--- config.mk ---
export PLATFORM = sky130hd
export DESIGN_NAME = dpns_div
export DESIGN_NICKNAME = d
export VERILOG_FILES = /design/src/hw/rtl/dpns_div_cell.sv /design/src/hw/rtl/dpns_div.sv
export SDC_FILE = /design/constraint.sdc
export NUM_CORES = 2
export LEC_CHECK = 0
export ABC_CLOCK_PERIOD_IN_PS = 4200
export BUFFER_PORTS_ARGS = -buffer_cell sky130_fd_sc_hd__buf_2
export CAP_MARGIN = 30
export CORE_MARGIN = 2
export CORE_UTILIZATION = 64
export DETAILED_ROUTE_END_ITERATION = 8
export PLACE_DENSITY = 0.89
export SLEW_MARGIN = 25
export SYNTH_ARGS = -nofsm -noshare
export SYNTH_HDL_FRONTEND = slang
export SYNTH_SLANG_ARGS = --single-unit
export TNS_END_PERCENT = 5
--- constraint.sdc ---
create_clock -name clk -period 4.2 [get_ports clk]
set_input_delay 0.84 -clock clk [delete_from_list [all_inputs] [get_ports clk]]
set_output_delay 0.84 -clock clk [all_outputs]
set_load 0.01 [all_outputs]
--- src/hw/rtl/dpns_div_cell.sv ---
module dpns_div_cell #(
  parameter int DW = 16,
  parameter int QW = 16,
  parameter int SW = 1
) (
  input  logic          clk,
  input  logic          rst,
  input  logic          en,
  input  logic          in_vld,
  input  logic [DW-1:0] in_rem,
  input  logic [QW-1:0] in_x,
  input  logic [DW-1:0] in_den,
  input  logic [SW-1:0] in_side,
  output logic          out_vld,
  output logic [DW-1:0] out_rem,
  output logic [QW-1:0] out_x,
  output logic [DW-1:0] out_den,
  output logic [SW-1:0] out_side
);

  logic [DW:0]   t;
  logic [DW:0]   diff;
  logic          ge;
  logic [DW-1:0] rem_next;
  logic [QW-1:0] x_next;

  always_comb begin
    t        = {in_rem, in_x[QW-1]};
    diff     = t - {1'b0, in_den};
    ge       = (t >= {1'b0, in_den});
    rem_next = ge ? diff[DW-1:0] : t[DW-1:0];
    x_next   = {in_x[QW-2:0], ge};
  end

  always_ff @(posedge clk) begin
    if (rst) begin
      out_vld <= 1'b0;
    end else if (en) begin
      out_vld <= in_vld;
    end
  end

  always_ff @(posedge clk) begin
    if (en) begin
      out_rem  <= rem_next;
      out_x    <= x_next;
      out_den  <= in_den;
      out_side <= in_side;
    end
  end

endmodule

--- src/hw/rtl/dpns_div.sv ---
module dpns_div #(
  parameter int NW = 39,
  parameter int DW = 23,
  parameter int QW = 21,
  parameter int SW = 1
) (
  input  logic          clk,
  input  logic          rst,
  input  logic          en,
  input  logic          in_vld,
  input  logic [NW-1:0] num,
  input  logic [DW-1:0] den,
  input  logic [SW-1:0] in_side,
  output logic          out_vld,
  output logic [QW-1:0] quo,
  output logic [SW-1:0] out_side
);

  logic          vld  [0:QW];
  logic [DW-1:0] rem  [0:QW];
  logic [QW-1:0] x    [0:QW];
  logic [DW-1:0] dens [0:QW];
  logic [SW-1:0] side [0:QW];

  assign vld[0]  = in_vld;
  assign x[0]    = num[QW-1:0];
  assign dens[0] = den;
  assign side[0] = in_side;

  // high numerator bits start as the remainder, they stay below the divisor
  generate
    if (NW > QW) begin : g_hi
      assign rem[0] = DW'(num[NW-1:QW]);
    end else begin : g_nohi
      assign rem[0] = '0;
    end
  endgenerate

  for (genvar i = 0; i < QW; i++) begin : g_cell
    dpns_div_cell #(.DW(DW), .QW(QW), .SW(SW)) u_cell (
      .clk     (clk),
      .rst     (rst),
      .en      (en),
      .in_vld  (vld[i]),
      .in_rem  (rem[i]),
      .in_x    (x[i]),
      .in_den  (dens[i]),
      .in_side (side[i]),
      .out_vld (vld[i+1]),
      .out_rem (rem[i+1]),
      .out_x   (x[i+1]),
      .out_den (dens[i+1]),
      .out_side(side[i+1])
    );
  end

  assign out_vld  = vld[QW];
  assign quo      = x[QW];
  assign out_side = side[QW];

endmodule

==> metrics.txt <==
Yosys reg bits=around 1400; total CTS buffers=146; Final Hold Slack=about 0.25 ns; crit path launch type=flip-flop; largest net degree at the start of global routing=roughly 110; syn_area_per_cell=12.4 um2; initial antenna violation count=1; Starting Density=0.646; Critical Path AT=approximately 4.4 ns; vias in the first global route=44400; clk buf depth=3; Post-CTS Resized=0; Final Cycle Share=0.916; dpl ws=roughly 0.20 ns; Iteration-0 DRC Markers=3931; Slew HR=0.412; I/O pins=90; detailed placement HPWL=103000 um; sequential area share after synthesis=0.597; buffers added on ports=a little under 90; first-pass GRT wire length=229000 um; Mapped Cells=5660; Root Buffer=clkbuf_16; EDFF count, synth=1382; final setup fails=0; Slew @ Worst Pin=0.882 ns; final hold violations=0; min Tclk post-route=3.85 ns; Clock Latency Late Sink=0.76 ns; Distinct cells, synth=89; Design Power=roughly 57 mW; Fmax=260 MHz; cts-stage hold buffer count=0; Area growth, synth to finish=11.1%; Vias=approximately 45000; commonest cells after routing, fill and taps aside=edfxtp_1, inv_1, ha_1; Synth Flop Type=edfxtp_1; Crit Path Class=flip-flop to flip-flop; H-tree levels=4; final worst slack=around 0.35 ns; clock slew at reported path FFs=0.06 ns; row cnt=121; Setup Buffers After CTS=0; GRT Resource Usage Total=0.255; CTS Sinks=1403; GPL Wtd Cong=just over 0.9; VDD IR max=451 uV; Worst Setup End Kind=flip-flop; FFs w/ async S/R, synth=0; die area=112000 um2; core area=109000 um2; Hold Path Class=input port to flip-flop; dpl cell area=73300 um2; Worst Path Max Fanout=26; drt total wl=144000 um; DRC viols=0; Yosys warnings=0; max_cap viols=0; RSZ-0062 raised after global routing=no; CTS tree=built; drt via density=~6.0; status=complete, no violations; Final Slew Violations=0; setup_tns=0 ns; Syn Nets=6226; Req. time, crit path=4.70 ns; grt ovf=0; cell area after layout=between 70000 and 80000 um2; Die Span X=about 340 um; Layout fillers=about 6900; leakage power=31.8 nW; drt first pass iters=7; layout cell share with drive strength beyond 1=0.103; skew final=0.0227 ns; nets@finish=6473; commonest non-fill, non-tap cell in the layout=edfxtp_1; remaining antenna violation count=0; die height=335 um; Wirelength per Cell=19.3 um; synthesized area=70300 um2; Pwr Density=734 nW/um2
==> registers in the layout, indices dropped and copies added, names as in the netlist <==
register                count
g_cell.u_cell.out_den     460
g_cell.u_cell.out_rem     460
g_cell.u_cell.out_side     21
g_cell.u_cell.out_vld      21
g_cell.u_cell.out_x       441
==> worst max-delay path: stages, from the launching register on <==
cell	delay [ns]
edfxtp_1	0.39
ha_1	0.24
fa_1	0.40
nand2b_1	0.16
a21boi_0	0.22
o21ai_0	0.15
a21oi_1	0.29
a21oi_1	0.15
o21ai_1	0.34
o21ai_0	0.13
a41o_1	0.54
inv_1	0.19
mux2_2	0.36
==> final cells by class <==
cell class	count	area, um2	share of cell area
inverter	599	2250	0.0288
multi-input combinational	3570	25900	0.331
clock buffer	171	3770	0.0483
sequential	1403	41900	0.537
timing repair buffer	187	1480	0.0189
tap	1414	1770	0.0227
clock inverter	96	1020	0.0131
antenna	1	2.50	0.0000321
==> cell usage after synthesis, drive strengths merged, types with 8 or more instances <==
master | number | area [um2]
buf | 23 | 129
nor2 | 313 | 1170
mux2 | 160 | 1800
nand3b | 10 | 75.1
o21bai | 38 | 285
fa | 20 | 400
nor3 | 55 | 280
and3 | 30 | 188
and2 | 13 | 81.3
o21ai | 406 | 2030
xnor2 | 204 | 1790
nand3 | 62 | 310
a211o | 10 | 87.6
a21oi | 383 | 1920
or2 | 20 | 125
mux2i | 43 | 430
o31ai | 34 | 288
inv | 599 | 2250
o31a | 13 | 114
or3 | 18 | 113
ha | 479 | 5990
a2111oi | 9 | 129
o41ai | 10 | 103
o211ai | 11 | 82.6
xor2 | 165 | 1450
nor2b | 64 | 400
edfxtp | 1382 | 41500
nand2 | 386 | 1450
nand4 | 50 | 313
a21boi | 25 | 188
a211oi | 36 | 275
nor4 | 18 | 119
and4 | 13 | 114
nand2b | 70 | 438
a41o | 8 | 80.1
dfxtp | 21 | 420
a31oi | 37 | 246
clkbuf | 65 | 244
o21a | 62 | 465
a21o | 185 | 1390
==> path summary, 6_finish.rpt <==
| kind | start | end | slack (ns) | cells past startpoint |
|---|---|---|---|---|
| setup reg to reg | g_cell[17].u_cell.out_den[0]$_DFFE_PP_ | g_cell[18].u_cell.out_rem[12]$_DFFE_PP_ | 0.35 | 12 |
| setup / recovery | g_cell[17].u_cell.out_den[0]$_DFFE_PP_ | g_cell[18].u_cell.out_rem[12]$_DFFE_PP_ | 0.35 | 12 |
| hold reg to reg | g_cell[14].u_cell.out_x[8]$_DFFE_PP_ | g_cell[15].u_cell.out_x[9]$_DFFE_PP_ | 0.41 | 0 |
| hold / removal | num[17] | g_cell[0].u_cell.out_x[18]$_DFFE_PP_ | 0.25 | 1 |
==> logic make-up after synthesis <==
family | synth area share
muxes | 0.0318
and+or+nand+nor | 0.0768
DFF | 0.597
buffers and inverters | 0.0373
xor gates and xnor gates | 0.0460
AOI/OAI and AO/OA | 0.121
adders and majority gates | 0.0910
==> per-stage QoR <==
| stage | std cells | util |
|---|---|---|
| finish | 7441 | 0.717 |
| global route | 7440 | 0.717 |
| CTS | 7439 | 0.717 |
| detailed placement | 7172 | 0.673 |
| global placement | 7172 | 0.673 |
| floorplan | 5660 | - |
==> where the power goes <==
| group | switching, mW | internal, mW |
|---|---|---|
| Clock | 5.45 | 7.37 |
| Sequential | 1.81 | 19.8 |
| Combinational | 12.8 | 10.1 |
| Total | 20.1 | 37.3 |
==> per-layer routing <==
layer | track usage | vias up | wire, um
li1 | - | 21300 | -
met1 | 0.317 | 21500 | 57700
met2 | 0.449 | 1551 | 73000
met3 | 0.0389 | 407 | 7660
met4 | 0.103 | 0 | 5250
met5 | 0 | - | 0
No activity file was read; power rests on OpenSTA's default activity.
