[config.mk]
export PLATFORM = sky130hd
export DESIGN_NAME = dpns_sqrt
export DESIGN_NICKNAME = d
export VERILOG_FILES = /design/src/hw/rtl/dpns_sqrt_cell.sv /design/src/hw/rtl/dpns_sqrt.sv
export SDC_FILE = /design/constraint.sdc
export NUM_CORES = 1
export LEC_CHECK = 0
export BUFFER_PORTS_ARGS = -buffer_cell sky130_fd_sc_hd__buf_2
export CORE_AREA = 2 2 240 242
export DETAILED_ROUTE_END_ITERATION = 12
export DIE_AREA = 0 0 242 244
export HOLD_SLACK_MARGIN = 0.08
export MAX_ROUTING_LAYER = met4
export PLACE_DENSITY = 0.81
export RECOVER_POWER = 50
export SETUP_SLACK_MARGIN = 0.3
export SLEW_MARGIN = 10
export SYNTH_ARGS = -nofsm -noshare
export SYNTH_HDL_FRONTEND = slang
export SYNTH_SLANG_ARGS = --single-unit
export TNS_END_PERCENT = 50
[constraint.sdc]
create_clock -name clk -period 5.1 [get_ports clk]
set_clock_uncertainty 0.05 [all_clocks]
set_input_delay 0.51 -clock clk [delete_from_list [all_inputs] [get_ports clk]]
set_output_delay 0.51 -clock clk [all_outputs]
set_load 0.05 [all_outputs]
[src/hw/rtl/dpns_sqrt_cell.sv]
module dpns_sqrt_cell #(
  parameter int IW = 36,
  parameter int SW = 1
) (
  input  logic            clk,
  input  logic            rst,
  input  logic            en,
  input  logic            in_vld,
  input  logic [IW-1:0]   in_rad,
  input  logic [IW/2:0]   in_rem,
  input  logic [IW/2-1:0] in_root,
  input  logic [SW-1:0]   in_side,
  output logic            out_vld,
  output logic [IW-1:0]   out_rad,
  output logic [IW/2:0]   out_rem,
  output logic [IW/2-1:0] out_root,
  output logic [SW-1:0]   out_side
);

  localparam int OW = IW / 2;

  logic [OW+1:0] t;
  logic [OW+1:0] trial;
  logic [OW+1:0] diff;
  logic          ge;
  logic [OW:0]   rem_next;
  logic [OW-1:0] root_next;

  always_comb begin
    t         = {in_rem[OW-1:0], in_rad[IW-1:IW-2]};
    trial     = {in_root, 2'b01};
    diff      = t - trial;
    ge        = (t >= trial);
    rem_next  = ge ? diff[OW:0] : t[OW:0];
    root_next = {in_root[OW-2:0], ge};
  end

  always_ff @(posedge clk) begin
    if (rst) begin
      out_vld <= 1'b0;
    end else if (en) begin
      out_vld <= in_vld;
    end
  end

  always_ff @(posedge clk) begin
    if (en) begin
      out_rad  <= {in_rad[IW-3:0], 2'b00};
      out_rem  <= rem_next;
      out_root <= root_next;
      out_side <= in_side;
    end
  end

endmodule

[src/hw/rtl/dpns_sqrt.sv]
module dpns_sqrt #(
  parameter int IW = 36,
  parameter int SW = 1
) (
  input  logic            clk,
  input  logic            rst,
  input  logic            en,
  input  logic            in_vld,
  input  logic [IW-1:0]   rad,
  input  logic [SW-1:0]   in_side,
  output logic            out_vld,
  output logic [IW/2-1:0] root,
  output logic [SW-1:0]   out_side
);

  localparam int OW = IW / 2;

  logic          vld   [0:OW];
  logic [IW-1:0] rads  [0:OW];
  logic [OW:0]   rem   [0:OW];
  logic [OW-1:0] roots [0:OW];
  logic [SW-1:0] side  [0:OW];

  assign vld[0]   = in_vld;
  assign rads[0]  = rad;
  assign rem[0]   = '0;
  assign roots[0] = '0;
  assign side[0]  = in_side;

  // one result bit per cell, two radicand bits consumed each step
  for (genvar i = 0; i < OW; i++) begin : g_cell
    dpns_sqrt_cell #(.IW(IW), .SW(SW)) u_cell (
      .clk     (clk),
      .rst     (rst),
      .en      (en),
      .in_vld  (vld[i]),
      .in_rad  (rads[i]),
      .in_rem  (rem[i]),
      .in_root (roots[i]),
      .in_side (side[i]),
      .out_vld (vld[i+1]),
      .out_rad (rads[i+1]),
      .out_rem (rem[i+1]),
      .out_root(roots[i+1]),
      .out_side(side[i+1])
    );
  end

  assign out_vld  = vld[OW];
  assign root     = roots[OW];
  assign out_side = side[OW];

endmodule

==> reports/qor.csv <==
stage,metric,value,unit
outcome,status,finished with violations,
outcome,violations,"capacitance limit, slew limit",
grt,grt.overflow.total,0,
layout,fillCellCount,3567,
sta,setup_violations,0,
power,power_frac_comb,17.3,%
power,internal_power,12.8,mW
drt,ant_nets,0,
placement,gp_congestion,0.993,
clocking,cts_tree,yes,
floorplan,die_w,242,um
clocking,cts_resized,0,
sta,rsz0062_at_grt,no,
setup_path,crit_buf_inv,2,
sta,finalCriticalPeriod,3.95,ns
drt,remaining_drc_errors,0,
setup_path,endpoint_kind,flop,
yosys,async_flop_share,0,%
yosys,seq_area_frac_synth,65.6,%
placement,placed_cell_area,37600,um2
placement,io_buffers,60,
grt,antenna_found_initial,0,
setup_path,cp_common_cell,clkbuf_2,
drt,vias,21820,
yosys,yosysTopAreaCell,edfxtp_1,
setup_path,worstSetupStartpointType,input port,
layout,fin_area,40500,um2
clocking,cts_hold_buf,36,
clocking,clk_latency,0.62,ns
setup_path,crit_family,buffers and inverters,
setup_path,path_cells,clkbuf_2 > clkbuf_2,
yosys,synth_top_area_share,64.6,%
sta,fin_ws,1.15,ns
sta,hold_viol,0,
yosys,synth_area_leaders,"edfxtp_1, ha_1, xnor2_1",
grt,grt_max_degree,113,
floorplan,die-area,59000,um2
sta,tightest_slew,2.55,ns
setup_path,cp_data_required_time,5.24,ns
drt,dr_wl_met3,3680,um
drt,wire_per_inst,18.5,um
floorplan,initial_core_util,64.6,%
drt,route.met2.wl,33900,um
layout,drive_gt1_share,7.97,%
power,ir_drop,0.336,mV
worst_hold_path,holdPathStages,2,
grt,grt.total_usage,24.0,%
setup_path,rr_worst_depth,8,
yosys,ys_ff_latch,799,
setup_path,slowest_stage,clkbuf_2,
setup_path,reg2reg_setup_slack,1.39,ns
drt,drt_first_iter_violations,2045,
yosys,ys.flop_type,edfxtp_1,
clocking,clk_pin_slew,0.06,ns
drt,m1WireLength,29400,um
yosys,yosysMostFrequentCell,edfxtp_1,
yosys,synth.distinct_cells,77,
power,power_density,429,nW/um2
layout,syn2layout_area_growth,11.7,%
yosys,syn_inst,2738,
clocking,post_cts_buffers,0,
clocking,clk_path_buf_depth,3,
grt,grt_pass1_wl,110000,um
drt,dr.max_layer_used,met4,
floorplan,rows,87,
flow_run,drv_cap,5,
setup_path,r2r-end,g_cell[13].u_cell.out_rem[11]$_DFFE_PP_,
grt,grt_pass1_vias,21460,
drt,via_per_inst,5.87,
setup_path,endpoint,g_cell[1].u_cell.out_rem[9]$_DFFE_PP_,
sta,slew_viol_final,322,
power,clkPwrFrac,33.4,%
yosys,ys_warn_count,0,
power,p_leak,15.6,nW
setup_path,reg2reg_from,g_cell[12].u_cell.out_rem[0]$_DFFE_PP_,
clocking,root_buffer,clkbuf_16,
setup_path,critPathKind,in -> reg,
setup_path,arrival,4.08,ns
setup_path,cp-startpoint,en,
clocking,cts_buffers,82,
yosys,syn-num-nets,2969,
setup_path,crit_cells,2,
worst_hold_path,hp-class,in -> reg,
layout,nets,3129,
power,swShare,26.5,%
power,seq_power_share,49.3,%
layout,diodes,0,
floorplan,core_area,56200,um2
drt,drtPass1Iterations,5,
clocking,cts.htree.levels,3,
setup_path,crit_fanout,99,
placement,place_hpwl,44500,um
sta,timing.fmax,0.253,GHz
drt,wirelength,68700,um
setup_path,max_stage_delay,1.75,ns
sta,setup_tns,0,ns
yosys,synth_edf_count,781,
yosys,syn_area,36300,um2
floorplan,chipHeight,244,um
clocking,clock-sinks,799,
yosys,syn_area_per_cell,13.3,um2
power,switchingPower,4.62,mW
floorplan,pin_count,61,
layout,post-route-util,72.2,%
sta,finalCritPeriodShare,77.4,%
sta,max_slew_margin,-70.2,%
placement,place_ws,1.62,ns
yosys,synthTopCellsByCount,"edfxtp_1, inv_1, nor2_1, ha_1, nand2_1",
[sequential cells by signal, indices dropped and copies added (netlist names)]
name and flops:
g_cell.u_cell.out_rad 306, g_cell.u_cell.out_side 18, g_cell.u_cell.out_vld 18, g_cell.u_cell.out_rem 286, g_cell.u_cell.out_root 171
[cell type report]
class	count	area (um2)	share of cell area, %
clock buffers	103	2190	5.41
clock inverters	45	429	1.06
repair buffers	113	805	1.98
multi-input cells	1672	11500	28.3
well taps	756	946	2.33
inverters	230	863	2.13
flip-flops and latches	799	23800	58.7
[worst min path at each step]
stage          slack (ns)                                 endpoint                                    from
6_report             0.15   g_cell[0].u_cell.out_root[0]$_DFFE_PP_                                 rad[35]
5_1_grt              0.16    g_cell[0].u_cell.out_rem[0]$_DFFE_PP_                                 rad[34]
3_5_place_dp         0.35  g_cell[10].u_cell.out_rad[32]$_DFFE_PP_  g_cell[9].u_cell.out_rad[30]$_DFFE_PP_
3_3_place_gp         0.35   g_cell[2].u_cell.out_rad[17]$_DFFE_PP_  g_cell[1].u_cell.out_rad[15]$_DFFE_PP_
4_1_cts              0.09   g_cell[0].u_cell.out_root[0]$_DFFE_PP_                                 rad[35]
2_1_floorplan        0.35  g_cell[10].u_cell.out_rad[22]$_DFFE_PP_  g_cell[9].u_cell.out_rad[20]$_DFFE_PP_
[placed cells by master, fill, tap and decap left out, types with 13 or more instances in the layout]
| cell | count |
|---|---|
| a211oi_1 | 16 |
| a21o_1 | 41 |
| a21oi_1 | 156 |
| buf_2 | 52 |
| clkbuf_1 | 23 |
| clkbuf_16 | 83 |
| clkinv_1 | 18 |
| dfxtp_1 | 18 |
| dlygate4sd3_1 | 36 |
| edfxtp_1 | 781 |
| ha_1 | 190 |
| inv_1 | 224 |
| mux2_2 | 21 |
| mux2i_1 | 24 |
| nand2_1 | 173 |
| nand2b_1 | 30 |
| nand3_1 | 42 |
| nand4_1 | 19 |
| nor2_1 | 194 |
| nor2b_1 | 31 |
| nor3_1 | 63 |
| nor4_1 | 22 |
| o211ai_1 | 13 |
| o21a_1 | 40 |
| o21ai_0 | 88 |
| o21ai_1 | 67 |
| or3_1 | 23 |
| or4_1 | 18 |
| xnor2_1 | 125 |
| xor2_1 | 92 |
[kinds of logic after synthesis]
kind of cell / count (synthesis) / synth area share, %
AO/OA/AOI/OAI: 528 / 8.95
AND/OR/NAND/NOR: 681 / 9.18
buffers and inverters: 267 / 2.79
other: 1 / 0.0103
flip-flops: 799 / 65.6
XOR/XNOR: 217 / 5.24
adder cells (fa/ha/maj): 190 / 6.55
multiplexers: 55 / 1.66
[routing by layer]
metal / track usage, % / up-vias
met2: 39.6 / 688
met5: - / -
met3: 3.37 / 151
li1: - / 10455
met4: 7.86 / 0
met1: 31.1 / 10526
[power groups by stage]
stage / sequential, mW / combinational [mW] / clock, mW
floorplan: 8.58 / 2.15 / 0
global placement: 8.67 / 2.79 / 0
detailed placement: 8.70 / 2.90 / 0
CTS: 8.58 / 2.97 / 5.91
global route: 8.67 / 3.34 / 6.18
finish: 8.59 / 3.01 / 5.81
[per-stage QoR]
stage	instances	power, mW	hold WS, ns
final	3718	17.4	0.154
after detailed placement	3534	11.6	0.355
after global routing	3718	18.2	0.164
after floorplan	2738	10.7	0.350
after global placement	3534	11.5	0.350
after CTS	3718	17.5	0.0935
Power figures use the tool's default switching activity.
